File: config.mk
export PLATFORM = sky130hd
export DESIGN_NAME = fsip_queue
export DESIGN_NICKNAME = d
export VERILOG_FILES = /design/src/design/fsip_pkg.sv /design/src/design/fsip_queue.sv
export VERILOG_INCLUDE_DIRS = /design/src /design/src/design
export SDC_FILE = /design/constraint.sdc
export NUM_CORES = 1
export LEC_CHECK = 0
export BUFFER_PORTS_ARGS = -buffer_cell sky130_fd_sc_hd__buf_2
export CAP_MARGIN = 20
export CORE_MARGIN = 2
export CORE_UTILIZATION = 35
export DETAILED_ROUTE_END_ITERATION = 10
export SLEW_MARGIN = 20
export SYNTH_ARGS = -nofsm -noshare
export SYNTH_HDL_FRONTEND = slang
export SYNTH_SLANG_ARGS = --single-unit
File: constraint.sdc
create_clock -name clock -period 5 [get_ports clock]
set_input_delay 0.25 -clock clock [delete_from_list [all_inputs] [get_ports clock]]
set_output_delay 0.25 -clock clock [all_outputs]
set_load 0.05 [all_outputs]
File: src/design/format_string_integer_printer_macros.svh
// assertion macros shared by the formatter rtl
// no dependencies; included by modules that carry assertions
`ifndef FORMAT_STRING_INTEGER_PRINTER_MACROS_SVH
`define FORMAT_STRING_INTEGER_PRINTER_MACROS_SVH

// property checked on every clock edge outside reset
`define FSIP_ASSERT(lbl, clk, rst, prop, msg) \
   lbl: assert property (@(posedge clk) disable iff (rst) (prop)) else $error(msg);

// consequence required in the cycle after the antecedent
`define FSIP_ASSERT_NEXT(lbl, clk, rst, ante, cons, msg) \
   lbl: assert property (@(posedge clk) disable iff (rst) (ante) |=> (cons)) else $error(msg);

`endif

File: src/design/fsip_pkg.sv
// types, character codes and helpers for the integer format printer
// no dependencies; imported by all formatter modules
package fsip_pkg;

   localparam int DIGITS_MAX    = 11;
   localparam int DIG_IDX_BITS  = $clog2(DIGITS_MAX);
   localparam int DIG_CNT_BITS  = $clog2(DIGITS_MAX + 1);
   localparam int QUEUE_DEPTH   = 2;
   localparam int MAG_BITS      = 32;

   // multiply by this and shift right 35 to divide a 32-bit value by ten
   localparam logic [31:0] DEC_RECIP = 32'hCCCC_CCCD;
   localparam int          DEC_SHIFT = 35;

   localparam logic [7:0] CH_NUL     = 8'h00;
   localparam logic [7:0] CH_LF      = 8'h0A;
   localparam logic [7:0] CH_CR      = 8'h0D;
   localparam logic [7:0] CH_PERCENT = 8'h25;
   localparam logic [7:0] CH_MINUS   = 8'h2D;
   localparam logic [7:0] CH_ZERO    = 8'h30;
   localparam logic [7:0] CH_UPPER_A = 8'h41;
   localparam logic [7:0] CH_UPPER_X = 8'h58;
   localparam logic [7:0] CH_LOWER_A = 8'h61;
   localparam logic [7:0] CH_LOWER_C = 8'h63;
   localparam logic [7:0] CH_LOWER_D = 8'h64;
   localparam logic [7:0] CH_LOWER_I = 8'h69;
   localparam logic [7:0] CH_LOWER_L = 8'h6C;
   localparam logic [7:0] CH_LOWER_O = 8'h6F;
   localparam logic [7:0] CH_LOWER_P = 8'h70;
   localparam logic [7:0] CH_LOWER_U = 8'h75;
   localparam logic [7:0] CH_LOWER_X = 8'h78;

   typedef enum logic [1:0] {
      PH_PLAIN = 2'd0,
      PH_PCT   = 2'd1,
      PH_LONG  = 2'd2
   } phase_type;

   typedef enum logic [1:0] {
      CMD_CHAR     = 2'd0,
      CMD_PCT_CHAR = 2'd1,
      CMD_NUMBER   = 2'd2
   } cmd_kind_type;

   typedef enum logic [1:0] {
      RADIX_DEC = 2'd0,
      RADIX_OCT = 2'd1,
      RADIX_HEX = 2'd2
   } radix_type;

   typedef enum logic [2:0] {
      BK_IDLE = 3'd0,
      BK_PCT  = 3'd1,
      BK_CHAR = 3'd2,
      BK_LF   = 3'd3,
      BK_CONV = 3'd4,
      BK_EMIT = 3'd5
   } back_state_type;

   typedef struct packed {
      cmd_kind_type        kind;
      logic [7:0]          ch;
      radix_type           radix;
      logic                upper;
      logic                neg;
      logic [MAG_BITS-1:0] mag;
   } cmd_type;

   function automatic logic [7:0] digit_to_ascii(input logic [3:0] d, input logic upper);
      logic [7:0] base;
      base = upper ? CH_UPPER_A : CH_LOWER_A;
      if (d < 4'd10) begin
         return CH_ZERO + {4'b0000, d};
      end
      return base + {4'b0000, d} - 8'd10;
   endfunction

endpackage

File: src/design/fsip_queue.sv
// short command queue between the parser front end and the output back end
// depends on fsip_pkg and the assertion macro header
`include "format_string_integer_printer_macros.svh"
module fsip_queue (
   input  logic              clock,
   input  logic              reset,
   input  logic              push,
   input  fsip_pkg::cmd_type push_cmd,
   output logic              full,
   input  logic              pop,
   output logic              valid,
   output fsip_pkg::cmd_type head_cmd
);
   import fsip_pkg::*;

   localparam int PtrBits = (QUEUE_DEPTH > 1) ? $clog2(QUEUE_DEPTH) : 1;
   localparam int CntBits = $clog2(QUEUE_DEPTH + 1);

   cmd_type            entries_ff [QUEUE_DEPTH];
   logic [PtrBits-1:0] wr_ptr_ff, wr_ptr_in;
   logic [PtrBits-1:0] rd_ptr_ff, rd_ptr_in;
   logic [CntBits-1:0] count_ff, count_in;

   function automatic logic [PtrBits-1:0] next_ptr(input logic [PtrBits-1:0] p);
      if (p == PtrBits'(QUEUE_DEPTH - 1)) begin
         return '0;
      end
      return p + PtrBits'(1);
   endfunction

   assign full     = (count_ff == CntBits'(QUEUE_DEPTH));
   assign valid    = (count_ff != '0);
   assign head_cmd = entries_ff[rd_ptr_ff];

   always_comb begin
      wr_ptr_in = push ? next_ptr(wr_ptr_ff) : wr_ptr_ff;
      rd_ptr_in = pop  ? next_ptr(rd_ptr_ff) : rd_ptr_ff;
      count_in  = count_ff;
      if (push && !pop) begin
         count_in = count_ff + CntBits'(1);
      end else if (pop && !push) begin
         count_in = count_ff - CntBits'(1);
      end
   end

   always_ff @(posedge clock) begin
      if (reset) begin
         wr_ptr_ff <= '0;
         rd_ptr_ff <= '0;
         count_ff  <= '0;
      end else begin
         wr_ptr_ff <= wr_ptr_in;
         rd_ptr_ff <= rd_ptr_in;
         count_ff  <= count_in;
      end
   end

   always_ff @(posedge clock) begin
      if (push) begin
         entries_ff[wr_ptr_ff] <= push_cmd;
      end
   end

   `FSIP_ASSERT(a_no_overflow, clock, reset, !(push && full), "push into full queue")
   `FSIP_ASSERT(a_no_underflow, clock, reset, !(pop && !valid), "pop from empty queue")
   `FSIP_ASSERT_NEXT(a_push_fills, clock, reset, push && !pop, valid, "pushed item lost")

endmodule

Word level (Yosys, flattened, before mapping)
Memories as Yosys holds them, arrays and structs flattened. A register that Yosys moved wholly into a read port is not among the register bits. Index checks and enable logic that the tools add are counted.

Flip-flop bits (word level): 4. Bits in latches: 0. Memory bits (writable): 92. Memory bits (read-only): 0. Input port bits: 50. Output and inout bits: 48. Logic and storage cells: 27. Memories kept: 1.

Memory list: entries_ff (depth 2, width 46, read ports 1, clocked after Yosys merged registers in 1, write ports 1, line fsip_queue.sv:19) `cmd_type entries_ff [QUEUE_DEPTH];`.

Add/subtract/negate cells: 4. Multiply operators: 0. Div/mod/pow operators: 0. Magnitude comparators: 0. Equality and inequality tests: 1. Shifts and indexed selects: 0. Muxes and demuxes: 12. Bitwise gates (word level): 0. Reduce and logical (&&, ||, !) cells: 6.

Operators by type and width (count): 1-bit two-way mux (10); 2-bit two-way mux (2); 2-bit nonzero test (2); 1-bit adder, second input constant (2); 2-bit by 1-bit adder with 2-bit output, second input constant (1); 2-bit == test, second input constant (1); 1-bit logical AND (2); 1-bit logical NOT (2); 2-bit by 1-bit subtractor with 2-bit output, second input constant (1).

Logic depth before layout (Yosys ltp)
Gate-level depths: netlist of the first run.

Word-level depth: 4. Gate-level depth with buffers: 5. Depth with buffers taken out: 5.

Least setup slack after synthesis of the first run
Ideal clock, no wire load.

Path kind: flip-flop to flip-flop. Start: register wr_ptr_ff. End: memory entries_ff[0][0] (netlist bit), enable pin. Setup time: 0.455 ns. Data arrival time: 2.383 ns. Required time: 4.545 ns. Slack: 2.162 ns. Stages on the path, launching flop included: 2. Path buffers: 0. Clock period less this slack: 2.838 ns. Cell sequence: dfxtp_1 > nor2b_1.

RTL lines: start: declaration (line fsip_queue.sv:20) `logic [PtrBits-1:0] wr_ptr_ff, wr_ptr_in;`; start signal: assignment (line fsip_queue.sv:52) `wr_ptr_ff <= wr_ptr_in;`; end: declaration (line fsip_queue.sv:19).

Straight into the memory's write port.

==> results.py, run 1 <==
metrics = {
    "timing": {
        "layout_setup_ws_ns": 2.988,
        "tightest_slew_ns": 0.6456,
        "report.final.slew_viol_count": 0,
        "period_needed_ns": 2.012,
        "rsz0062_at_grt": "no",
        "fmax_ghz": 0.4970,
        "setup_tns_ns": 0,
        "period_share_pct": 40.24,
        "setup_viol": 0,
        "finalHoldViolations": 0,
        "max_slew_margin_pct": 56.96,
        "finClkSkew_ns": 0.006680,
    },
    "floorplan": {
        "die_h_um": 104.6,
        "die_w_um": 104.6,
        "start_util_pct": 36.09,
        "io_pins": 98,
        "row_count": 36,
        "core_mm2": 0.009819,
        "fp.dieArea_mm2": 0.01095,
    },
    "route": {
        "drtAntennaViolNets": 0,
        "viasPerCell": 4.424,
        "drc": 0,
        "drt-initial-drc-count": 40,
        "drt-total-wl_mm": 5.725,
        "drt-wirelength-per-cell_um": 14.03,
        "firstDrtPassIters": 4,
        "vias": 1805,
    },
    "synthesis": {
        "synth.avg_cell_area_um2": 21.48,
        "yosysTopAreaCell": "edfxtp_1",
        "dominantRegCellSynth": "edfxtp_1",
        "muxShareOfSynthArea_pct": 14.62,
        "synthArstFlopShare_pct": 0,
        "netlist_top_cells_count": "92 x edfxtp_1, 46 x mux2_2, 5 x dfxtp_1",
        "synth-simple-area-share_pct": 1.377,
        "synth_cell_types": 17,
        "synth.yosys.seq_area_share_pct": 80.79,
        "synthAdderAreaFrac_pct": 0.3531,
        "synth.most_common_cell": "edfxtp_1",
        "synth_nets": 216,
        "syn_area_mm2": 0.003543,
        "ys_top_cells_by_area": "edfxtp_1 78%, mux2_2 15%, dfxtp_1 2.8%",
        "synth_top_family_by_area": "multiplexers",
        "synth_compound_area_share_pct": 0.2825,
        "synthXorXnorAreaFrac_pct": 0.9887,
        "synth-edff-count": 92,
        "yosys_warnings": 0,
        "synth_top_area_share_pct": 77.97,
        "syn_inst": 165,
        "synth-seq-cells": 97,
    },
    "hold_path": {
        "hold_path_class": "in -> reg",
        "hp-start": "push_cmd[12]",
    },
    "worst_setup_path": {
        "slowest_stage": "dfxtp_4",
        "critPathKind": "reg -> out",
        "max_stage_delay_ns": 0.78,
        "crit_chain": "mux2_2 > buf_2",
        "cp-end-kind": "output port",
        "start_kind": "register",
        "cp_max_fo": 46,
        "worstPathArrival_ns": 1.76,
        "r2r_start": "wr_ptr_ff",
        "r2r_setup_slack_ns": 3.28,
        "required_ns": 4.75,
    },
    "power": {
        "total_power_mw": 1.897,
        "power_per_cell_area_mw_per_mm2": 428.7,
        "ir_drop_v": 0.0001564,
        "p_leak_nw": 1.659,
    },
    "place": {
        "gp_congestion": 0.6813,
        "placed_cells": 392,
        "place_ws_ns": 3.215,
        "port-buffer-count": 97,
        "dpl_cell_area_mm2": 0.004170,
        "place_hpwl_mm": 3.497,
    },
    "cells_and_area": {
        "antennaDiodeCount": 0,
        "drive_gt1_share_pct": 60.00,
        "fillers": 922,
        "final_cell_area_mm2": 0.004424,
        "final_net_count": 321,
        "instances_no_fill": 408,
        "syn2layout_area_growth_pct": 24.86,
    },
    "global_route": {
        "track_usage_pct": 11.00,
        "grt_pass1_vias": 1860,
        "grt_pass1_wl_mm": 9.108,
        "grt_max_degree": 47,
        "grt-ovfl-total": 0,
        "antenna_found_initial": 0,
    },
    "cts": {
        "clk_latency_ns": 0.35,
        "clk_pin_slew_ns": 0.09,
        "cts_max_level": 3,
        "cts_made_buffers": 9,
        "cts_tree": "done",
        "post-cts-setup-buffers": 0,
        "cts.sinks": 97,
        "clk_path_buf_depth": 2,
        "cts_resized": 0,
        "hold_buffers": 0,
        "root_buffer": "clkbuf_8",
    },
    "job": {
        "cap_violations": 0,
    },
    "outcome": {
        "outcome": "completed",
    },
}
-- cell usage in the layout (no fill, tap or decap) --
cell / synthesis / routed
a21oi_1: 1 / 1
and2_2: 0 / 1
and2b_2: 1 / 1
buf_2: 0 / 97
buf_4: 1 / 2
bufinv_16: 0 / 3
clkbuf_1: 0 / 1
clkbuf_8: 0 / 11
clkinv_4: 0 / 1
dfxtp_1: 5 / 4
dfxtp_4: 0 / 1
edfxtp_1: 92 / 92
ha_1: 1 / 1
inv_1: 1 / 1
mux2_2: 46 / 46
nor2_1: 4 / 4
nor2b_4: 0 / 1
o21ai_0: 1 / 1
or2_2: 1 / 1
or3_1: 1 / 1
xnor2_1: 2 / 2
xor2_1: 2 / 2
-- per-stage QoR --
| step | hold slack, ns | utilization (%) |
|---|---|---|
| floorplan | 0.3191 | - |
| global placement | 0.4370 | 42.44 |
| detailed placement | 0.4418 | 42.47 |
| CTS | 0.05635 | 45.06 |
| global route | 0.05682 | 45.06 |
| finish | 0.08359 | 45.06 |
-- routing by layer --
layer	share of wire, %	wire length, um	global-route usage [%]
met1	42	2376	12.93
met2	50	2871	17.79
met3	6.1	349	3.119
met4	2.2	127	6.857
met5	0	0	0
-- cell families (layout without fill, tap and decap cells) --
kind of cell	after synthesis	after routing
AO/OA/AOI/OAI	2	2
XOR/XNOR	4	4
adder cells (fa/ha/maj)	1	1
buffers and inverters	6	116
flip-flops	97	97
multiplexers	46	46
AND/OR/NAND/NOR	9	9
-- critical path: cells and delay by family (launching register included) --
| kind | cells | cell delay (ns) |
|---|---|---|
| flops | 1 | 0.78 |
| mux | 1 | 0.42 |
| buf+inv | 1 | 0.21 |
-- power breakdown --
group | leakage (nW) | switching, mW | internal, mW
combinational | 0.627 | 0.219 | 0.0926
clock | 0.127 | 0.252 | 0.361
sequential | 0.906 | 0.0268 | 0.945
total | 1.66 | 0.498 | 1.40
-- final cells by class --
cell class                 instances  area, um^2  share of cell area [%]
clock buffer                      12       155.1                   3.507
tap                              133       166.4                   3.761
inverter                           1       3.754                 0.08484
timing repair buffer              99       500.5                   11.31
sequential                        97        2867                   64.79
multi-input combinational         62       633.1                   14.31
clock inverter                     4       98.84                   2.234
-- registers in the layout, summed over array words and instances, names as in the netlist, named ones only --
signal      flops
count_ff        2
rd_ptr_ff       1
entries_ff     92
wr_ptr_ff       1
-- final timing paths --
path,to,cells past startpoint
hold reg to reg,count_ff[1],2
hold / removal,entries_ff[1][12],1
setup / recovery,head_cmd[26],2
setup reg to reg,entries_ff[1][2],2
Note: power is estimated with default switching activity, not from simulation.
==> inputs of run 2 (changes only) <==
--- a/config.mk
+++ b/config.mk
@@ -6,6 +6,7 @@
 export SDC_FILE = /design/constraint.sdc
 export NUM_CORES = 1
 export LEC_CHECK = 0
+export ABC_AREA = 1
 export BUFFER_PORTS_ARGS = -buffer_cell sky130_fd_sc_hd__buf_2
 export CAP_MARGIN = 20
 export CORE_MARGIN = 2
==> constraint.sdc (replaced) <==
create_clock -name clock -period 1.8 [get_ports clock]
set_input_delay 0.09 -clock clock [delete_from_list [all_inputs] [get_ports clock]]
set_output_delay 0.09 -clock clock [all_outputs]
set_load 0.05 [all_outputs]
==> results.py, run 2 <==
metrics = {
    "outcome": {
        "outcome": "completed",
    },
    "floorplan": {
        "start_util_pct": 36.15,
        "die_h_um": 107.5,
        "row_count": 37,
        "io_pins": 98,
        "fp.dieArea_mm2": 0.01155,
        "core_mm2": 0.01037,
        "die_w_um": 107.5,
    },
    "cells_and_area": {
        "reg_top3": "entries_ff (92), count_ff (2)",
        "mostFrequentLayoutCells": "97 x buf_2, 92 x edfxtp_1, 48 x dlygate4sd3_1, 40 x mux2_4, 9 x clkbuf_8",
        "antennaDiodeCount": 0,
        "largest_reg_flops": 92,
        "fillers": 901,
        "multi_input_comb_area_um2": 768.2,
        "syn2layout_area_growth_pct": 34.78,
        "final_net_count": 381,
        "regMostFlops": "entries_ff",
        "layout_commonest_cell": "buf_2",
        "seqCellArea_mm2": 0.002867,
        "drive_gt1_share_pct": 48.66,
    },
    "power": {
        "ir_drop_v": 0.0004570,
        "p_leak_nw": 2.021,
        "power_per_cell_area_mw_per_mm2": 991.2,
        "total_power_mw": 5.008,
    },
    "timing": {
        "setup_tns_ns": 0,
        "hold_slack_ns": 0.02267,
        "fmax_ghz": 0.5837,
        "layout_setup_ws_ns": 0.08688,
        "period_needed_ns": 1.713,
        "rsz0062_at_grt": "no",
        "finClkSkew_ns": 0.009231,
        "tightest_slew_ns": 0.3508,
        "report.final.slew_viol_count": 0,
        "setup_viol": 0,
        "max_slew_margin_pct": 76.61,
        "period_share_pct": 95.17,
        "finalHoldViolations": 0,
    },
    "place": {
        "gp_congestion": 0.6646,
        "place_ws_ns": 0.4491,
        "place_hpwl_mm": 3.750,
        "port-buffer-count": 97,
    },
    "route": {
        "drt-initial-drc-count": 54,
        "vias": 2022,
        "firstDrtPassIters": 4,
        "drt-total-wl_mm": 6.408,
        "drt-wirelength-per-cell_um": 13.61,
        "drtAntennaViolNets": 0,
        "drc": 0,
        "viasPerCell": 4.293,
    },
    "cts": {
        "cts_tree": "done",
        "clk_latency_ns": 0.35,
        "cts.sinks": 97,
        "clk_pin_slew_ns": 0.09,
        "clk_path_buf_depth": 2,
        "cts_max_level": 3,
        "cts_resized": 0,
        "cts_made_buffers": 9,
        "root_buffer": "clkbuf_8",
    },
    "worst_setup_path": {
        "cp_max_fo": 46,
        "slowest_stage": "mux2_2",
        "cp-end-kind": "output port",
        "r2r_setup_slack_ns": 0.60,
        "start_kind": "register",
        "worstPathArrival_ns": 1.62,
        "critPathKind": "reg -> out",
        "crit_chain": "buf_12 > mux2_2 > buf_2",
        "cp_num_buf_inv": 2,
        "max_stage_delay_ns": 0.37,
        "required_ns": 1.71,
        "cpLargestDelayFamily": "buffers and inverters",
    },
    "job": {
        "cap_violations": 0,
    },
    "synthesis": {
        "synth-seq-cells": 97,
        "synth.avg_cell_area_um2": 21.30,
        "synth_nets": 227,
        "syn_area_mm2": 0.003749,
        "synth-edff-count": 92,
        "synth_cell_types": 16,
        "dominantRegCellSynth": "edfxtp_1",
        "netlist_top_cells_count": "92 x edfxtp_1, 40 x mux2_4, 9 x inv_1",
        "synthArstFlopShare_pct": 0,
        "synth_top_area_share_pct": 73.70,
        "yosys_warnings": 0,
        "yosysTopAreaCell": "edfxtp_1",
        "ys_top_cells_by_area": "edfxtp_1 74%, mux2_4 16%, dfxtp_1 2.7%",
        "synth.yosys.seq_area_share_pct": 76.37,
        "synth.most_common_cell": "edfxtp_1",
        "syn_inst": 176,
    },
    "hold_path": {
        "hold_path_class": "in -> reg",
    },
    "global_route": {
        "grt_use_met2_pct": 20.26,
        "grt_use_met3_pct": 3.027,
        "met1_usage_pct": 13.04,
        "track_usage_pct": 11.51,
        "grt-ovfl-total": 0,
        "grt-busiest-layer": "met2",
        "grt_pass1_vias": 2153,
        "antenna_found_initial": 0,
        "grt_pass1_wl_mm": 10.17,
        "grt_max_degree": 48,
    },
}
[run 2: changes by cell type after synthesis, sizes merged, moves of 2 or more]
cell | before | now
nand2 | 0 | 6
xor2 | 2 | 0
nor2 | 4 | 6
inv | 1 | 9
[run 2: worst paths after layout]
kind,from,cells after the start,to
max reg2reg,rd_ptr_ff,3,register
min,pop,3,rd_ptr_ff
min reg2reg,rd_ptr_ff,2,rd_ptr_ff
max,register,3,head_cmd[33]
[run 2: area by class of cell]
| class | instances | share of cell area, % |
|---|---|---|
| clock buffer | 11 | 2.600 |
| clock inverter | 5 | 1.114 |
| inverter | 9 | 0.6686 |
| multi-input combinational | 65 | 15.21 |
| sequential | 97 | 56.74 |
| tap | 136 | 3.368 |
| timing repair buffer | 148 | 20.31 |
[run 2: logic make-up after synthesis]
group                      Yosys count  share of synthesized area (%)
xor gates and xnor gates             1                         0.2337
AOI/OAI and AO/OA                    2                         0.2668
buffers and inverters               14                          3.338
DFF                                 97                          76.37
adders and majority gates            1                         0.3337
and+or+nand+nor                     15                          1.635
muxes                               46                          17.82
[run 2: stage by stage]
step | util, % | cell area (um^2) | instances
2_1_floorplan | - | 3756 | 176
4_1_cts | 48.72 | 5052 | 471
3_3_place_gp | 42.28 | 4384 | 407
6_report | 48.72 | 5052 | 471
3_5_place_dp | 42.28 | 4384 | 407
5_1_grt | 48.72 | 5052 | 471
[run 2: worst reg2reg max path, delay by kind of cell (launching register included)]
| family | cells | cell delay, ns |
|---|---|---|
| buffers and inverters | 1 | 0.54 |
| flip-flops | 1 | 0.32 |
| XOR/XNOR | 1 | 0.19 |
| AND/OR/NAND/NOR | 1 | 0.05 |
[run 2: timing repair]
action                     in CTS  in global routing
hold endpoints to repair       95                  0
setup endpoints to repair       0                  0
setup buffers                   0                  0
hold buffers                   48                  0
[run 2: per-layer routing]
layer | up-vias | share of wire [%]
li1 | 977 | -
met1 | 974 | 41
met2 | 60 | 52
met3 | 11 | 5.6
met4 | 0 | 1.7
met5 | - | 0
[run 2: power by group]
group / leakage [nW] / switching [mW] / internal (mW)
registers: 0.906 / 0.0320 / 2.60
clock network: 0.0933 / 0.710 / 0.642
logic: 1.02 / 0.642 / 0.379
total: 2.02 / 1.38 / 3.62
