<file path="src/design/format_string_integer_printer_macros.svh">
// assertion macros shared by the formatter rtl
// no dependencies; included by modules that carry assertions
`ifndef FORMAT_STRING_INTEGER_PRINTER_MACROS_SVH
`define FORMAT_STRING_INTEGER_PRINTER_MACROS_SVH

// property checked on every clock edge outside reset
`define FSIP_ASSERT(lbl, clk, rst, prop, msg) \
   lbl: assert property (@(posedge clk) disable iff (rst) (prop)) else $error(msg);

// consequence required in the cycle after the antecedent
`define FSIP_ASSERT_NEXT(lbl, clk, rst, ante, cons, msg) \
   lbl: assert property (@(posedge clk) disable iff (rst) (ante) |=> (cons)) else $error(msg);

`endif

</file>
<file path="src/design/fsip_pkg.sv">
// types, character codes and helpers for the integer format printer
// no dependencies; imported by all formatter modules
package fsip_pkg;

   localparam int DIGITS_MAX    = 11;
   localparam int DIG_IDX_BITS  = $clog2(DIGITS_MAX);
   localparam int DIG_CNT_BITS  = $clog2(DIGITS_MAX + 1);
   localparam int QUEUE_DEPTH   = 2;
   localparam int MAG_BITS      = 32;

   // multiply by this and shift right 35 to divide a 32-bit value by ten
   localparam logic [31:0] DEC_RECIP = 32'hCCCC_CCCD;
   localparam int          DEC_SHIFT = 35;

   localparam logic [7:0] CH_NUL     = 8'h00;
   localparam logic [7:0] CH_LF      = 8'h0A;
   localparam logic [7:0] CH_CR      = 8'h0D;
   localparam logic [7:0] CH_PERCENT = 8'h25;
   localparam logic [7:0] CH_MINUS   = 8'h2D;
   localparam logic [7:0] CH_ZERO    = 8'h30;
   localparam logic [7:0] CH_UPPER_A = 8'h41;
   localparam logic [7:0] CH_UPPER_X = 8'h58;
   localparam logic [7:0] CH_LOWER_A = 8'h61;
   localparam logic [7:0] CH_LOWER_C = 8'h63;
   localparam logic [7:0] CH_LOWER_D = 8'h64;
   localparam logic [7:0] CH_LOWER_I = 8'h69;
   localparam logic [7:0] CH_LOWER_L = 8'h6C;
   localparam logic [7:0] CH_LOWER_O = 8'h6F;
   localparam logic [7:0] CH_LOWER_P = 8'h70;
   localparam logic [7:0] CH_LOWER_U = 8'h75;
   localparam logic [7:0] CH_LOWER_X = 8'h78;

   typedef enum logic [1:0] {
      PH_PLAIN = 2'd0,
      PH_PCT   = 2'd1,
      PH_LONG  = 2'd2
   } phase_type;

   typedef enum logic [1:0] {
      CMD_CHAR     = 2'd0,
      CMD_PCT_CHAR = 2'd1,
      CMD_NUMBER   = 2'd2
   } cmd_kind_type;

   typedef enum logic [1:0] {
      RADIX_DEC = 2'd0,
      RADIX_OCT = 2'd1,
      RADIX_HEX = 2'd2
   } radix_type;

   typedef enum logic [2:0] {
      BK_IDLE = 3'd0,
      BK_PCT  = 3'd1,
      BK_CHAR = 3'd2,
      BK_LF   = 3'd3,
      BK_CONV = 3'd4,
      BK_EMIT = 3'd5
   } back_state_type;

   typedef struct packed {
      cmd_kind_type        kind;
      logic [7:0]          ch;
      radix_type           radix;
      logic                upper;
      logic                neg;
      logic [MAG_BITS-1:0] mag;
   } cmd_type;

   function automatic logic [7:0] digit_to_ascii(input logic [3:0] d, input logic upper);
      logic [7:0] base;
      base = upper ? CH_UPPER_A : CH_LOWER_A;
      if (d < 4'd10) begin
         return CH_ZERO + {4'b0000, d};
      end
      return base + {4'b0000, d} - 8'd10;
   endfunction

endpackage

</file>
<file path="src/design/fsip_front.sv">
// front end: accepts format bytes, tracks the directive parser, builds commands
// depends on fsip_pkg
module fsip_front #(
   parameter int INT_BITS  = 16,
   parameter int LONG_BITS = 32
) (
   input  logic             clock,
   input  logic             reset,
   input  logic             req_valid,
   output logic             req_stall,
   input  logic [7:0]       req_fmt_char,
   input  logic [31:0]      req_arg_value,
   input  logic             q_full,
   output logic             q_push,
   output fsip_pkg::cmd_type q_cmd
);
   import fsip_pkg::*;

   localparam logic [31:0] IntMask = (INT_BITS >= 32) ? 32'hFFFF_FFFF :
                                     32'((64'd1 << INT_BITS) - 64'd1);
   localparam logic [31:0] LongMask = (LONG_BITS >= 32) ? 32'hFFFF_FFFF :
                                      32'((64'd1 << LONG_BITS) - 64'd1);
   localparam int IntSignBit  = INT_BITS - 1;
   localparam int LongSignBit = (LONG_BITS > 32) ? 31 : LONG_BITS - 1;
   localparam bit LongSigned  = (LONG_BITS <= 32);

   phase_type   phase_ff, phase_in;
   logic        accept;
   logic        sel_long;
   logic [31:0] mask;
   logic [31:0] val;
   logic        sign_bit;
   logic [31:0] neg_mag;

   assign req_stall = q_full;
   assign accept    = req_valid && !req_stall;

   assign sel_long = (phase_ff == PH_LONG);
   assign mask     = sel_long ? LongMask : IntMask;
   assign val      = req_arg_value & mask;
   assign sign_bit = sel_long ? (LongSigned && req_arg_value[LongSignBit])
                              : req_arg_value[IntSignBit];
   assign neg_mag  = (~val + 32'd1) & mask;

   always_comb begin
      phase_in    = phase_ff;
      q_push      = 1'b0;
      q_cmd.kind  = CMD_CHAR;
      q_cmd.ch    = req_fmt_char;
      q_cmd.radix = RADIX_DEC;
      q_cmd.upper = 1'b0;
      q_cmd.neg   = 1'b0;
      q_cmd.mag   = val;
      if (accept) begin
         if (req_fmt_char == CH_NUL) begin
            phase_in = PH_PLAIN;
         end else begin
            case (phase_ff)
               PH_PCT, PH_LONG: begin
                  if (phase_ff == PH_PCT && req_fmt_char == CH_LOWER_L) begin
                     phase_in = PH_LONG;
                  end else begin
                     phase_in = PH_PLAIN;
                     q_push   = 1'b1;
                     case (req_fmt_char)
                        CH_LOWER_C: begin
                           q_cmd.ch = req_arg_value[7:0];
                        end
                        CH_PERCENT: begin
                           q_cmd.ch = CH_PERCENT;
                        end
                        CH_LOWER_D, CH_LOWER_I: begin
                           q_cmd.kind = CMD_NUMBER;
                           q_cmd.neg  = sign_bit;
                           q_cmd.mag  = sign_bit ? neg_mag : val;
                        end
                        CH_LOWER_U: begin
                           q_cmd.kind = CMD_NUMBER;
                        end
                        CH_LOWER_O: begin
                           q_cmd.kind  = CMD_NUMBER;
                           q_cmd.radix = RADIX_OCT;
                        end
                        CH_LOWER_X: begin
                           q_cmd.kind  = CMD_NUMBER;
                           q_cmd.radix = RADIX_HEX;
                        end
                        CH_UPPER_X, CH_LOWER_P: begin
                           q_cmd.kind  = CMD_NUMBER;
                           q_cmd.radix = RADIX_HEX;
                           q_cmd.upper = 1'b1;
                        end
                        default: begin
                           q_cmd.kind = CMD_PCT_CHAR;
                        end
                     endcase
                  end
               end
               default: begin
                  if (req_fmt_char == CH_PERCENT) begin
                     phase_in = PH_PCT;
                  end else begin
                     phase_in = PH_PLAIN;
                     q_push   = 1'b1;
                  end
               end
            endcase
         end
      end
   end

   always_ff @(posedge clock) begin
      if (reset) begin
         phase_ff <= PH_PLAIN;
      end else begin
         phase_ff <= phase_in;
      end
   end

endmodule

</file>
<file path="config.mk">
export PLATFORM = sky130hd
export DESIGN_NAME = fsip_front
export DESIGN_NICKNAME = d
export VERILOG_FILES = /design/src/design/format_string_integer_printer_macros.svh /design/src/design/fsip_pkg.sv /design/src/design/fsip_front.sv
export SDC_FILE = /design/constraint.sdc
export NUM_CORES = 1
export LEC_CHECK = 0
export ABC_AREA = 1
export BUFFER_PORTS_ARGS = -buffer_cell sky130_fd_sc_hd__buf_4
export CAP_MARGIN = 20
export CORE_UTILIZATION = 42
export DETAILED_ROUTE_END_ITERATION = 10
export PLACE_DENSITY = 0.8
export RECOVER_POWER = 50
export SYNTH_ARGS = -nofsm -noshare
export SYNTH_HDL_FRONTEND = slang
export SYNTH_SLANG_ARGS = --single-unit
</file>
<file path="constraint.sdc">
create_clock -name clock -period 1.9 [get_ports clock]
set_input_delay 0.38 -clock clock [delete_from_list [all_inputs] [get_ports clock]]
set_output_delay 0.38 -clock clock [all_outputs]
set_load 0.01 [all_outputs]
</file>
Yosys cells after proc, flatten, opt, wreduce, memory -nomap -nowiden
Index checks and enable logic that the tools add are counted.

$add $sub $neg: 1. Reductions and logical operators: 10. Muxes and demuxes: 21. Divide/modulo/power cells: 0. Bitwise gates (word level): 3. Shifts and indexed selects: 0. Eq/ne operators: 12. Magnitude comparators: 0. Multipliers: 0.

Operator list (number): 46-bit 2-to-1 mux (4); 8-bit by 7-bit == test with 1-bit output, second input constant (9); 32-bit AND (2); 32-bit 2-to-1 mux (2); 33-bit 2-to-1 mux (1); 32-bit by 1-bit adder with 32-bit output, second input constant (1); 32-bit NOT (1); 8-bit case mux with 2 select lines (1); 8-bit by 6-bit == test with 1-bit output, second input constant (1); 8-bit logical NOT (1); 1-bit 2-to-1 mux (8); 2-bit case mux with 2 select lines (2); 2-bit OR reduction (4); 7-bit OR reduction (1); 2-bit 2-to-1 mux (3); 3-bit OR reduction (1); 2-bit by 1-bit == test with 1-bit output, second input constant (1); 2-bit == test, second input constant (1); 1-bit logical AND (2); 1-bit logical NOT (1).

Bits in registers: 2. Bits in read-only memories: 0. Memories kept: 0. Bits in latches: 0. Word-level logic and storage cells: 48. Memory bits (writable): 0.

Depth between registers and ports, before layout
Gate-level depths: netlist (run 1).

Depth in word-level cells: 12. Gate-level depth with buffers: 13. Mapped depth without buffers: 12.

Worst setup path before layout (run 1)
No wires, ideal clock.

Kind: register -> output. From: reg phase_ff[0]. To: out q_cmd[27] (netlist bit). Data arrival time: 1.705 ns. Path slack: -0.185 ns. Required time: 1.520 ns. Cell stages (with the launch flop): 12. Path buffers: 2. Path through: dfxtp_1 inv_1 ha_1 buf_2 o21a_1 nand3b_4 nor2_8 buf_6 nand2_1 nand2_1 nand2_1 nor2_1.

RTL lines: start: declaration (line fsip_front.sv:27) `phase_type phase_ff, phase_in;`; start signal: assignment (line fsip_front.sv:116) `phase_ff <= phase_in;`; end: declaration (line fsip_front.sv:15) `output fsip_pkg::cmd_type q_cmd`.

==> results.md, run 1 <==
Die:
- The overall die width is 66.8 um.
- The initial utilization of the core area, before any placement, comes to 43.8%.
- The die outline area is 0.00446 mm2.
- In this run the core area contains 23 standard-cell rows.
- The height of the chip is 66.8 um.
- The I/O pin total is 92.
- The area of the core is 0.00403 mm2.

STA:
- For the final routed database, the setup TNS stands at -17.87 ns.
- The count of endpoints failing setup in the final report is 46.
- The relative max-transition margin is 62.1%.
- On the final layout, the worst hold slack is 0.337 ns.
- Setup repair after global routing could not meet its margin everywhere.
- The number of failing hold endpoints at the final stage is 0.
- The highest clock rate is 414 MHz.
- In the post-route analysis, the smallest setup slack over all paths is -0.513 ns.
- Dividing the final minimum period by the clock period gives 127%.
- The total count of max-transition violations in the final report is 0.
- The post-layout minimum cycle time is 2.41 ns.
- The clock skew after layout is 0.00509 ns.
- At the pin with the least slew margin, the transition time is 0.568 ns.

Worst setup path:
- The capturing element type of the critical path is an output port.
- The register-to-register setup slack is 0.41 ns.
- The worst setup path is launched from a register.
- The path depth of the worst reg2reg path is 9.
- STA puts the critical path data required time at 1.52 ns.
- The startpoint identified for the worst register-to-register timing path is phase_ff[0].
- The setup path with the least slack is of type reg -> out.
- The data arrival at the endpoint of the critical path is 2.03 ns.
- The worst register-to-register path ends at phase_ff[1].
- In this run the worst path has a maximum fanout of 14.

Placed design:
- Input and output buffers added on the ports amount to 91.
- Before CTS, the worst setup slack after placement is -0.328 ns.
- Routability-driven placement finished with a final weighted congestion of 0.890.
- Counting tap cells, the placed design contains a total of 562 instances.
- The half-perimeter wire length after detailed placement is 5460 um.
- The area of placed instances is 0.00311 mm2.

Hold path:
- The worst hold path belongs to the class in -> reg.
- The count of cells along the worst hold path is 2.
- The startpoint identified for the worst hold timing path is reset.
- The end of the worst hold path is phase_ff[0].

Clock network:
- The number of levels in the clock H-tree is 1.
- The tree built by TritonCTS fans out to 2 sinks.
- The tree is rooted in a clkbuf_8.
- The quantity of hold-fixing buffers added after cts is 0.
- Clock-pin slew was measured on the worst setup and hold paths at 0.03 ns.
- The clock latency at the later pin of the worst-skew pair is 0.22 ns.
- The number of buffers inserted during clock tree synthesis is 3.
- TritonCTS built the clock tree.
- The maximum clock insertion buffer count is 2.

Cells and area:
- The final core utilization is 88.6%.
- The flip-flop count of the largest register, all copies and words added is 2.
- Excluding fillers, the count of instances in the completed layout stands at 581.
- Cells with a size suffix above 1 make up 52.9% of the layout.
- The largest registers in the layout are phase_ff (2).
- The layout-stage area growth over the synthesis result is 102%.
- The largest register by flop count is phase_ff.
- The antenna diode count is 0.
- The final instance area is 0.00357 mm2.
- The count of filler cells inserted in the layout is 204.
- The final-stage net count is 580.

Synthesis:
- The number of nets in the synthesized netlist is 398.
- After synthesis, the cell types taking the most area are nand2_1 (20%), inv_1 (13%), nor2_1 (12%).
- The top cell type by area accounts for 20.2% of the synthesized area.
- Counting flops with a built-in enable in the synthesized netlist gives 0.
- After synthesis, the netlist uses 37 different library cells.
- The synthesized design contains 2 register bits.
- For this run, the leading register cell type out of synthesis is dfxtp_1.
- The largest area contributor in the synthesized netlist is nand2_1.
- Sequential elements use 2.27% of the synthesized area.
- Of all flip-flops after synthesis, the portion carrying an async set or reset was 0%.
- Dividing the synthesized area by the synthesized cell count gives 5.02 um2.
- In this run the cell area of the synthesized design comes to 0.00176 mm2.
- In the synthesized netlist, the number of instances is 351.
- The yosys synthesis warning count is 0.

Drt:
- The first routing iteration left 210 violations.
- The topmost layer with routed signal wires is met4.
- The detailed router put a total of 3070 um of wire on met1.
- The total routed wirelength is 9080 um.
- The pre-antenna-repair detailed-routing pass consisted of 5 iterations.
- The detail route stage leaves a number of antenna-violating nets equal to 0.
- The number of remaining DRC errors is 0.
- The total number of vias is 3178.
- The met2 layer wire length in the routed design is 4460 um.
- The detailed-route wire length per cell is 15.6 um.
- The length of routed met3 wiring is 874 um.
- The detailed-route vias per instance is 5.47.

GRT:
- The global-route congestion overflow total is 0.
- The wire length of the first global-routing pass is 12700 um.
- The initial antenna violation count is 0.
- In the global route stage, overall resource usage came out at 37.8%.
- Entering global routing, the biggest net connects 15 pins.
- The via count of the first global-routing pass is 2812.

Run status:
- The run finished, with violations left.
- The checks that failed: setup timing.

Power:
- Across the VDD grid, the largest voltage drop is 0.000323 V.
- The static leakage is 1.95 nW.
- The design draws 610 uW.
- The total power per unit cell area is 171 mW/mm2.

Run:
- Across the run, the number of max-cap violations was 0.
-- report_power, final --
part	leakage (nW)	switching [mW]	internal, mW
combinational	1.91	0.196	0.199
sequential	0.0174	0.0000185	0.0409
clock	0.0216	0.0393	0.135
total	1.95	0.236	0.375
-- layer usage --
| metal | vias up | global-route usage (%) |
|---|---|---|
| met1 | 1408 | 41.6 |
| li1 | 1451 | - |
| met3 | 88 | 5.65 |
| met2 | 231 | 68.3 |
| met4 | 0 | 20.7 |
| met5 | - | 0 |
-- Yosys cell counts (2+ instances only) --
| library cell | instances |
|---|---|
| o21bai_2 | 2 |
| dfxtp_1 | 2 |
| nand2_1 | 95 |
| nand2_2 | 5 |
| ha_1 | 3 |
| buf_2 | 3 |
| or2_2 | 2 |
| nor2_1 | 58 |
| buf_4 | 2 |
| nor3_1 | 6 |
| nand3_1 | 27 |
| o21ai_2 | 4 |
| nor2_4 | 4 |
| o21ai_1 | 2 |
| buf_6 | 3 |
| inv_2 | 3 |
| nor2_2 | 9 |
| a31oi_1 | 2 |
| and3_1 | 2 |
| o21ai_0 | 15 |
| xor2_1 | 14 |
| inv_1 | 61 |
| a21oi_1 | 7 |
| nand4_1 | 5 |
| nand3b_1 | 3 |
-- worst max path at each step --
stage | end | slack [ns] | start
after floorplan | q_cmd[27] | -0.06 | phase_ff[0]
after global placement | q_cmd[30] | -0.31 | req_arg_value[0]
after detailed placement | q_cmd[30] | -0.33 | req_arg_value[0]
after CTS | q_cmd[30] | -0.39 | phase_ff[0]
after global routing | q_cmd[31] | -0.61 | phase_ff[0]
final | q_cmd[31] | -0.51 | phase_ff[0]
-- cells in the final DEF, fill, tap and decap left out, types with 4 or more instances in the layout --
cell type / n
nor2_2: 17
nand3_1: 21
buf_4: 173
o21ai_0: 5
nand2_2: 15
o21ai_1: 4
nor2_4: 15
nand4_1: 5
inv_2: 6
a21oi_1: 5
nor2_1: 41
xor2_1: 12
nand2_4: 4
nand2_1: 82
buf_6: 6
nand3_2: 5
nor3_1: 4
o21ai_2: 12
inv_1: 58
-- worst max-delay path: stages, from the launching register on --
cell and delay (ns):
dfxtp_2 0.33, inv_2 0.05, ha_4 0.19, buf_4 0.19, nand2_1 0.10, nand2_1 0.06, inv_1 0.10, nand3_2 0.11
nand3b_1 0.19, nor2_1 0.12, nor3_1 0.06, nor2_1 0.17, buf_4 0.16
-- what timing repair did --
action,in CTS,in global routing
pin swaps,12,11
buffers inserted,9,4
gates resized for setup,44,24
endpoints found under the setup margin,46,46
cloned,2,1
endpoints found under the hold margin,0,0
-- cells by family after synthesis --
logic type,Yosys count,share of synthesized area (%)
buffers and inverters,73,17.5
AND/OR/NAND/NOR,222,58.2
flip-flops,2,2.27
XOR/XNOR,14,6.96
adder cells (fa/ha/maj),3,2.13
AO/OA/AOI/OAI,37,13.0
-- final cells by class --
| type | count | area, um2 | area share, % |
|---|---|---|---|
| inverter | 64 | 240 | 6.73 |
| multi-input combinational | 279 | 1770 | 49.5 |
| clock buffer | 3 | 41.3 | 1.16 |
| sequential | 2 | 45.0 | 1.26 |
| timing repair buffer | 183 | 1410 | 39.6 |
| tap | 50 | 62.6 | 1.75 |
(Power assumes the default switching activity.)
==> run 2, diff against run 1 <==
Settings changed: REMOVE_ABC_BUFFERS from default to 1.
==> results.md, run 2 <==
Die:
- The height of the chip is 66.8 um (unchanged).
- The effective utilization at floorplan was 43.8% (unchanged).
- The number of placement rows is 23 (unchanged).
- The I/O pin total came to 92 (unchanged).
- The overall die width is 66.8 um (unchanged).

Run status:
- Result of the run: did not finish (was complete, but fails checks).
- The stage where the flow stopped is global routing (5_1_grt).
- The first error in the log reads "[ERROR DPL-0038] Utilization greater than 100%, impossible to legalize".

Synthesis:
- The yosys synthesis warning count came to 0 (unchanged).
- Top post-synthesis cells by count: nand2_1 (95), inv_1 (61), nor2_1 (58) (unchanged).
- The post-synthesis average cell area is 5.02 um2 (unchanged).
- The number of flops mapped to enable cells by yosys came to 0 (unchanged).
- The top-area cell type share of the netlist area is 20.2% (unchanged).
- The share of async-settable or async-resettable flops after synthesis is 0% (unchanged).
- The number of distinct library cell variants in the gate-level netlist after synthesis was 37 (unchanged).
- The cell with the most instances after synthesis is nand2_1 (unchanged).
- The share of the yosys chip area belonging to registers is 2.27% (unchanged).
- The synthesized netlist cell count is 351 (unchanged).
- Ranking of synthesized cells by area: nand2_1 (20%), inv_1 (13%), nor2_1 (12%) (unchanged).
- The commonest register cell after synthesis is dfxtp_1 (unchanged).
- The synthesized cell area is 0.00176 mm2 (unchanged).
- The largest area contributor in the synthesized netlist is nand2_1 (unchanged).
- The register bit count reported by yosys was 2 (unchanged).

Placed design:
- The number of port buffers is 91 (unchanged).
- The last weighted congestion value of the routability-driven placer was 0.913 (was 0.890).
- The half-perimeter wire length after detailed placement came to 5310 um (was 5460 um).
- The pre-CTS worst setup slack is -0.322 ns (was -0.328 ns).

STA:
- The endpoint with the least setup slack after the last global-route repair is q_cmd[12].
- The kind of the worst endpoint is an output port.

Clock network:
- The number of levels in the clock H-tree is 1 (unchanged).
- The quantity of hold-fixing buffers added after cts came to 0 (unchanged).
- The number of buffers inserted during clock tree synthesis is 3 (unchanged).
- The sink count of the clock tree is 2 (unchanged).
- The clock root buffer is clkbuf_8 (unchanged).
- The maximum clock insertion buffer count is 2 (unchanged).

GRT:
- Entering global routing, the biggest net connects 13 pins.
[run 2: cell counts after synthesis]
No cell type changed its count.
[run 2: timing repair]
action                     4_1_cts
cloned                           2
buffers inserted                20
pin swaps                       45
hold endpoints to repair         0
gates resized for setup        116
setup endpoints to repair       46
[run 2: cell families after synthesis]
logic type / Yosys count / share of synthesized area, %
AO/OA/AOI/OAI: 37 / 13.0
adder cells (fa/ha/maj): 3 / 2.13
XOR/XNOR: 14 / 6.96
flip-flops: 2 / 2.27
buffers and inverters: 73 / 17.5
AND/OR/NAND/NOR: 222 / 58.2
[run 2: stage by stage]
stage	cells	area, um2
2_1_floorplan	342	1700
3_3_place_gp	555	3010
3_5_place_dp	555	3010
4_1_cts	577	3590
==> run 3, diff against run 2 <==
Settings changed: CORE_UTILIZATION 42 to 40, PLACE_DENSITY 0.8 to default, PLACE_DENSITY_LB_ADDON from default to 0.15.
Clock period 1.9 ns to 2.47 ns, I/O delays scaled along.
==> results.md, run 3 (same netlist as run 1, synthesis figures left out) <==
Placed design:
- The half-perimeter wire length after detailed placement came to 4950 um (was 5310 um).
- The total placed cells including tap cells is 509 (was 555).
- The pre-CTS worst setup slack was -0.00956 ns (was -0.322 ns).
- The area of placed instances is 0.00265 mm2 (was 0.00301 mm2).
- The last weighted congestion value of the routability-driven placer was 0.899 (was 0.913).
- The number of port buffers came to 91 (unchanged).

Run status:
- Result of the run: finished clean (was did not finish).

Clock network:
- The CTS tree is built.
- The clock root buffer is clkbuf_8 (unchanged).
- The number of levels in the clock H-tree is 1 (unchanged).
- The sink count of the clock tree is 2 (unchanged).
- Clock-pin slew was measured on the worst setup and hold paths at 0.03 ns.
- The quantity of hold-fixing buffers added after cts came to 0 (unchanged).
- The maximum clock insertion buffer count was 2 (unchanged).
- The number of buffers inserted during clock tree synthesis is 3 (unchanged).
- The clock latency at the later pin of the worst-skew pair is 0.21 ns.

Die:
- The overall die width is 68.4 um (was 66.8 um).
- The height of the chip is 68.4 um (was 66.8 um).
- The number of placement rows is 23 (unchanged).
- The area of the core is 0.00412 mm2.
- The die outline area is 0.00468 mm2.
- The I/O pin total was 92 (unchanged).
- The effective utilization at floorplan came to 42.8% (was 43.8%).

Cells and area:
- The final instance area is 0.00289 mm2.
- The final core utilization is 70.1%.
- Counting flops per register, the top entry is phase_ff.
- The count of filler cells inserted in the layout is 424.
- The register with the most flip-flops in the layout has 2 of them.
- From synthesis to final layout, the design area changed by 63.7%.
- The largest registers in the layout are phase_ff (2).
- The count of non-filler cells in the finished layout is 519.
- The library cell used most frequently in the layout, excluding fill and tap cells, is buf_4.
- The repair_antennas step left the layout with diodes totalling 0.
- The final-stage net count is 518.
- In the final layout, the share of cells above drive strength 1 is 39.4%.
- In the layout the commonest cells are buf_4 (105), nand2_1 (83), inv_1 (60).

STA:
- Setup total negative slack on the finished layout was measured at 0 ns.
- Setup repair after global routing could not meet its margin everywhere.
- The relative max-transition margin is 81.6%.
- The final hold slack is 0.446 ns.
- The highest clock rate is 411 MHz.
- The clock skew after layout is 0.00208 ns.
- The fraction of the cycle the final worst path needs is 98.6%.
- The total count of max-transition violations in the final report is 0.
- Setup slack closes at 0.0354 ns.
- The measured slew at the worst slew-check pin is 0.275 ns.
- The count of endpoints failing setup in the final report is 0.
- The number of failing hold endpoints at the final stage is 0.
- Subtracting the final worst setup slack from the clock period gives 2.43 ns.

Hold path:
- The worst hold path was traced through 2 stages.
- The worst hold path begins at reset.
- The worst min-delay path class is in -> reg.
- The end of the worst hold path is phase_ff[1].

Worst setup path:
- The capture point of the worst reg-to-reg path is phase_ff[1].
- The capturing element type of the critical path is an output port.
- The register-to-register setup slack is 1.36 ns.
- The start of the worst register-to-register path is phase_ff[1].
- Counting cells, the worst reg-to-reg path comes to 6.
- The startpoint type of the worst setup path is an input pin.
- STA puts the critical path data required time at 1.98 ns.
- The top fanout value on the critical path is 9.
- The type of the worst setup path is in -> out.
- Data on the critical path arrives at its endpoint at 1.94 ns.

Drt:
- After detailed routing, the number of vias per cell comes to 4.90.
- In this run the remaining antenna-violating nets after routing total 0.
- The detailed-routing wirelength on met1 is 2730 um.
- The detailed-route wire length per cell is 11.6 um.
- The met2 layer wire length in the routed design is 2890 um.
- The length of routed met3 wiring is 364 um.
- The total number of vias is 2545.
- Before antenna repair, the detailed router went through 4 iterations.
- In this run the top signal layer used is met4.
- In this run, the number of DRC markers left after iteration 0 of detailed routing was 112.
- The number of remaining DRC errors is 0.
- The total routed wirelength is 6040 um.

Power:
- The overall power is 396 uW.
- In this run the static leakage power is 1.59 nW.
- The total power per unit cell area is 137 mW/mm2.
- The maximum ir drop on the vdd rail is 0.000271 V.

GRT:
- The via count of the first global-routing pass is 2160.
- For this run, the total global-route usage over all layers was measured as 25.5%.
- Entering global routing, the biggest net connects 23 pins.
- For this run the aggregate overflow at the end of global routing stands at 0.
- The first global-routing pass estimated 9290 um of wire.
- The initial antenna violation count was 0.

Run:
- The tool flagged a number of max-cap violations equal to 0.
run 3: area by class of cell:
type	instances	area, um2	share of cell area (%)
well taps	50	62.6	2.17
flip-flops and latches	2	45.0	1.56
repair buffers	123	951	33.0
multi-input cells	277	1550	53.6
inverters	64	240	8.33
clock buffers	3	41.3	1.43
run 3: what timing repair did:
action,in CTS,in global routing
setup endpoints to repair,31,36
gates resized for setup,11,43
cloned,1,0
setup buffers,5,1
pin swaps,4,9
run 3: metal layers:
layer | vias up | global-route usage [%]
met2 | 100 | 42.5
li1 | 1331 | -
met3 | 6 | 1.67
met5 | - | 0
met4 | 0 | 4.43
met1 | 1108 | 35.7
run 3: worst max path at each step:
stage                           from        end  slack [ns]  cells past startpoint
floorplan                phase_ff[0]  q_cmd[16]       -0.16                     10
global placement    req_arg_value[0]  q_cmd[28]       0.008                     12
detailed placement  req_arg_value[0]  q_cmd[28]       -0.01                     12
CTS                      phase_ff[0]  q_cmd[28]       0.002                     13
global route             phase_ff[0]  q_cmd[25]       -0.08                     13
finish               req_fmt_char[7]   q_cmd[5]        0.04                     12
run 3: where the power goes:
part | internal (mW) | switching, mW | total, mW
clock | 0.103 | 0.0238 | 0.127
sequential | 0.0315 | 0.0000162 | 0.0315
combinational | 0.118 | 0.120 | 0.238
run 3: worst max-delay path: stages:
cell     delay, ns
buf_4         0.12
nor2_1        0.19
nand2_1       0.18
nor2_4        0.15
nor2_4        0.05
nand2_4       0.12
nor2_8        0.06
buf_12        0.14
nand2_2       0.05
xor2_1        0.17
inv_1         0.08
buf_6         0.12
==> run 4, diff against run 3 <==
Settings changed: MAX_ROUTING_LAYER from default to met4.
==> results.md, run 4 (same netlist as run 1, synthesis figures left out) <==
Worst setup path:
- The start point of the critical path was phase_ff[0] (was req_fmt_char[7]).
- The type of the worst setup path is reg -> out (was in -> out).
- The data required time of the worst path is 1.98 ns (about the same).
- The start of the worst register-to-register path was phase_ff[0] (was phase_ff[1]).
- The longest individual stage delay on the worst path is 0.32 ns (was 0.19 ns).
- The data arrival at the endpoint of the critical path is 1.99 ns (was 1.94 ns).
- The cell family with the largest share of critical-path delay was simple AND/OR/NAND/NOR gates (unchanged).
- The capturing element type of the critical path is an output port (unchanged).
- The cell repeated most along the worst path is nand2_1 (was nor2_4).
- The cell type of the slowest stage on the worst timing path is dfxtp_2 (was nor2_1).
- The top fanout value on the critical path was 6 (was 9).
- The startpoint type of the worst setup path was a register (was input pin).
- The count of buffering cells on the critical path with inverters included came to 3 (was 4).
- The register-to-register setup slack is 1.29 ns (was 1.36 ns).
- Chain of cells forming the critical path: inv_2 -> ha_4 -> buf_12 -> o21a_1 -> nand3b_4 -> nor2_4 -> nand2_1 -> nand2_1 -> nand2_1 -> nor2_1 -> buf_4 (was buf_4 -> nor2_1 -> nand2_1 -> nor2_4 -> nor2_4 -> nand2_4 -> nor2_8 -> buf_12 -> nand2_2 -> xor2_1 -> inv_1 -> buf_6).

STA:
- The post-layout minimum cycle time is 2.49 ns (was 2.43 ns).
- The highest clock rate is 402 MHz (was 411 MHz).
- The measured slew at the worst slew-check pin is 0.366 ns (was 0.275 ns).
- The smallest setup slack after layout is -0.0153 ns (was 0.0354 ns).
- The accumulated negative setup slack came to -0.0225 ns (was 0 ns).
- RSZ-0062 raised after global routing: yes (unchanged).
- The number of failing hold endpoints at the final stage came to 0 (unchanged).
- The relative max-transition margin is 75.4% (was 81.6%).
- The clock skew after layout is 0.00529 ns (was 0.00208 ns).
- The fraction of the cycle the final worst path needs is 101% (was 98.6%).
- The final hold slack is 0.449 ns (was 0.446 ns).
- The count of endpoints failing setup in the final report is 2 (was 0).
- The total count of max-transition violations in the final report is 0 (unchanged).

Cells and area:
- The largest register by flop count is phase_ff (unchanged).
- The layout-stage area growth over the synthesis result is 72.3% (was 63.7%).
- The final core utilization is 73.8% (was 70.1%).
- The antenna diode count came to 0 (unchanged).
- The leading cell type in the layout, fill and taps excluded is buf_4 (unchanged).
- The final instance area is 0.00304 mm2 (was 0.00289 mm2).
- The count of filler cells inserted in the layout is 362 (was 424).
- Regs by FF count: phase_ff (2) (unchanged).
- The final-stage net count was 525 (was 518).
- The count of non-filler cells in the finished layout was 526 (was 519).
- The flip-flop count of the largest register, all copies and words added came to 2 (unchanged).
- Commonest non-fill, non-tap cells in the layout: buf_4 (110), nand2_1 (83), inv_1 (60) (was buf_4 (105), nand2_1 (83), inv_1 (60)).
- The share of final-layout standard cells stronger than drive strength 1 is 42.4% (was 39.4%).

Clock network:
- The sink count of the clock tree is 2 (unchanged).
- The CTS tree was built (unchanged).
- The number of levels in the clock H-tree is 1 (unchanged).
- The quantity of hold-fixing buffers added after cts came to 0 (unchanged).
- The maximum clock insertion buffer count is 2 (unchanged).
- The clock transition at the registers of the reported paths is 0.03 ns (about the same).
- The number of buffers inserted during clock tree synthesis is 3 (unchanged).
- The clock root buffer was clkbuf_8 (unchanged).
- The clock latency at the later pin of the worst-skew pair was 0.21 ns (about the same).

Run status:
- The checks that failed: setup timing.
- Result of the run: complete, but fails checks (was finished clean).

Die:
- The effective utilization at floorplan was 42.8% (unchanged).
- The number of placement rows is 23 (unchanged).
- The I/O pin total is 92 (unchanged).
- The height of the chip is 68.4 um (unchanged).
- The die outline area came to 0.00468 mm2 (unchanged).
- The overall die width came to 68.4 um (unchanged).
- The area of the core is 0.00412 mm2 (unchanged).

Power:
- The static leakage is 1.62 nW (was 1.59 nW).
- The total power per unit cell area is 134 mW/mm2 (was 137 mW/mm2).
- The maximum ir drop on the vdd rail is 0.000255 V (was 0.000271 V).
- The overall power is 408 uW (was 396 uW).

Drt:
- The total routed wirelength is 6690 um (was 6040 um).
- The number of antenna-violating nets in the routed design is 0 (unchanged).
- The detailed-route wire length per cell came to 12.7 um (was 11.6 um).
- The total number of vias is 2646 (was 2545).
- The starting DRC count in detailed routing is 175 (was 112).
- The number of detailed-route iterations in the first pass is 5 (was 4).
- The number of remaining DRC errors was 0 (unchanged).
- The detailed-route vias per instance is 5.03 (was 4.90).

Placed design:
- The total placed cells including tap cells is 512 (was 509).
- The pre-CTS worst setup slack is -0.0324 ns (was -0.00956 ns).
- The area of placed instances is 0.00267 mm2 (was 0.00265 mm2).
- The number of port buffers is 91 (unchanged).
- The last weighted congestion value of the routability-driven placer is 0.919 (was 0.899).
- The half-perimeter wire length after detailed placement came to 4880 um (was 4950 um).

Run:
- The number of violations of the max-capacitance limit was 0 (unchanged).

GRT:
- The pin count of the biggest net entering global routing is 13 (was 23).
- The wire length of the first global-routing pass is 9580 um (was 9290 um).
- The total global routing track utilization is 27.2% (was 25.5%).
- The global-route congestion overflow total is 0 (unchanged).
- The via count of the first global-routing pass is 2244 (was 2160).
- The initial antenna violation count was 0 (unchanged).

Hold path:
- The worst min-delay path class was in -> reg (unchanged).
- The worst min-delay path startpoint is reset (unchanged).
run 4: changes by cell type in the layout (fill, tap and decap cells not counted), sizes merged:
cell and delta:
bufbuf +1, clkbuf -1, buf +5, nor2 +2
run 4: final cells by class:
type / count / area [um2] / area share [%]
Multi-Input combinational cell: 279 / 1620 / 53.2
Timing Repair Buffer: 128 / 1030 / 34.1
Inverter: 64 / 240 / 7.91
Tap cell: 50 / 62.6 / 2.06
Sequential cell: 2 / 42.5 / 1.40
Clock buffer: 3 / 41.3 / 1.36
run 4: path summary, 6_finish.rpt:
path,cells after the start,endpoint
setup / recovery,11,q_cmd[16]
hold / removal,2,phase_ff[0]
setup reg to reg,6,phase_ff[1]
hold reg to reg,2,phase_ff[1]
run 4: metal layers:
metal | global-route usage [%] | up-vias | share of wire [%]
met5 | - | - | 0
met4 | 3.13 | 0 | 0
met3 | 2.33 | 0 | 6.3
met2 | 48.4 | 115 | 50
met1 | 33.9 | 1178 | 44
li1 | - | 1353 | -
run 4: power breakdown:
part	switching, mW	internal, mW	leakage, nW
registers	0.0000103	0.0326	0.0171
logic	0.124	0.122	1.58
clock network	0.0269	0.103	0.0216
total	0.150	0.257	1.62
run 4: repair_timing:
item	CTS	global route
setup endpoints to repair	30	37
gates resized for setup	11	55
cloned	4	1
pin swaps	7	34
setup buffers	1	5
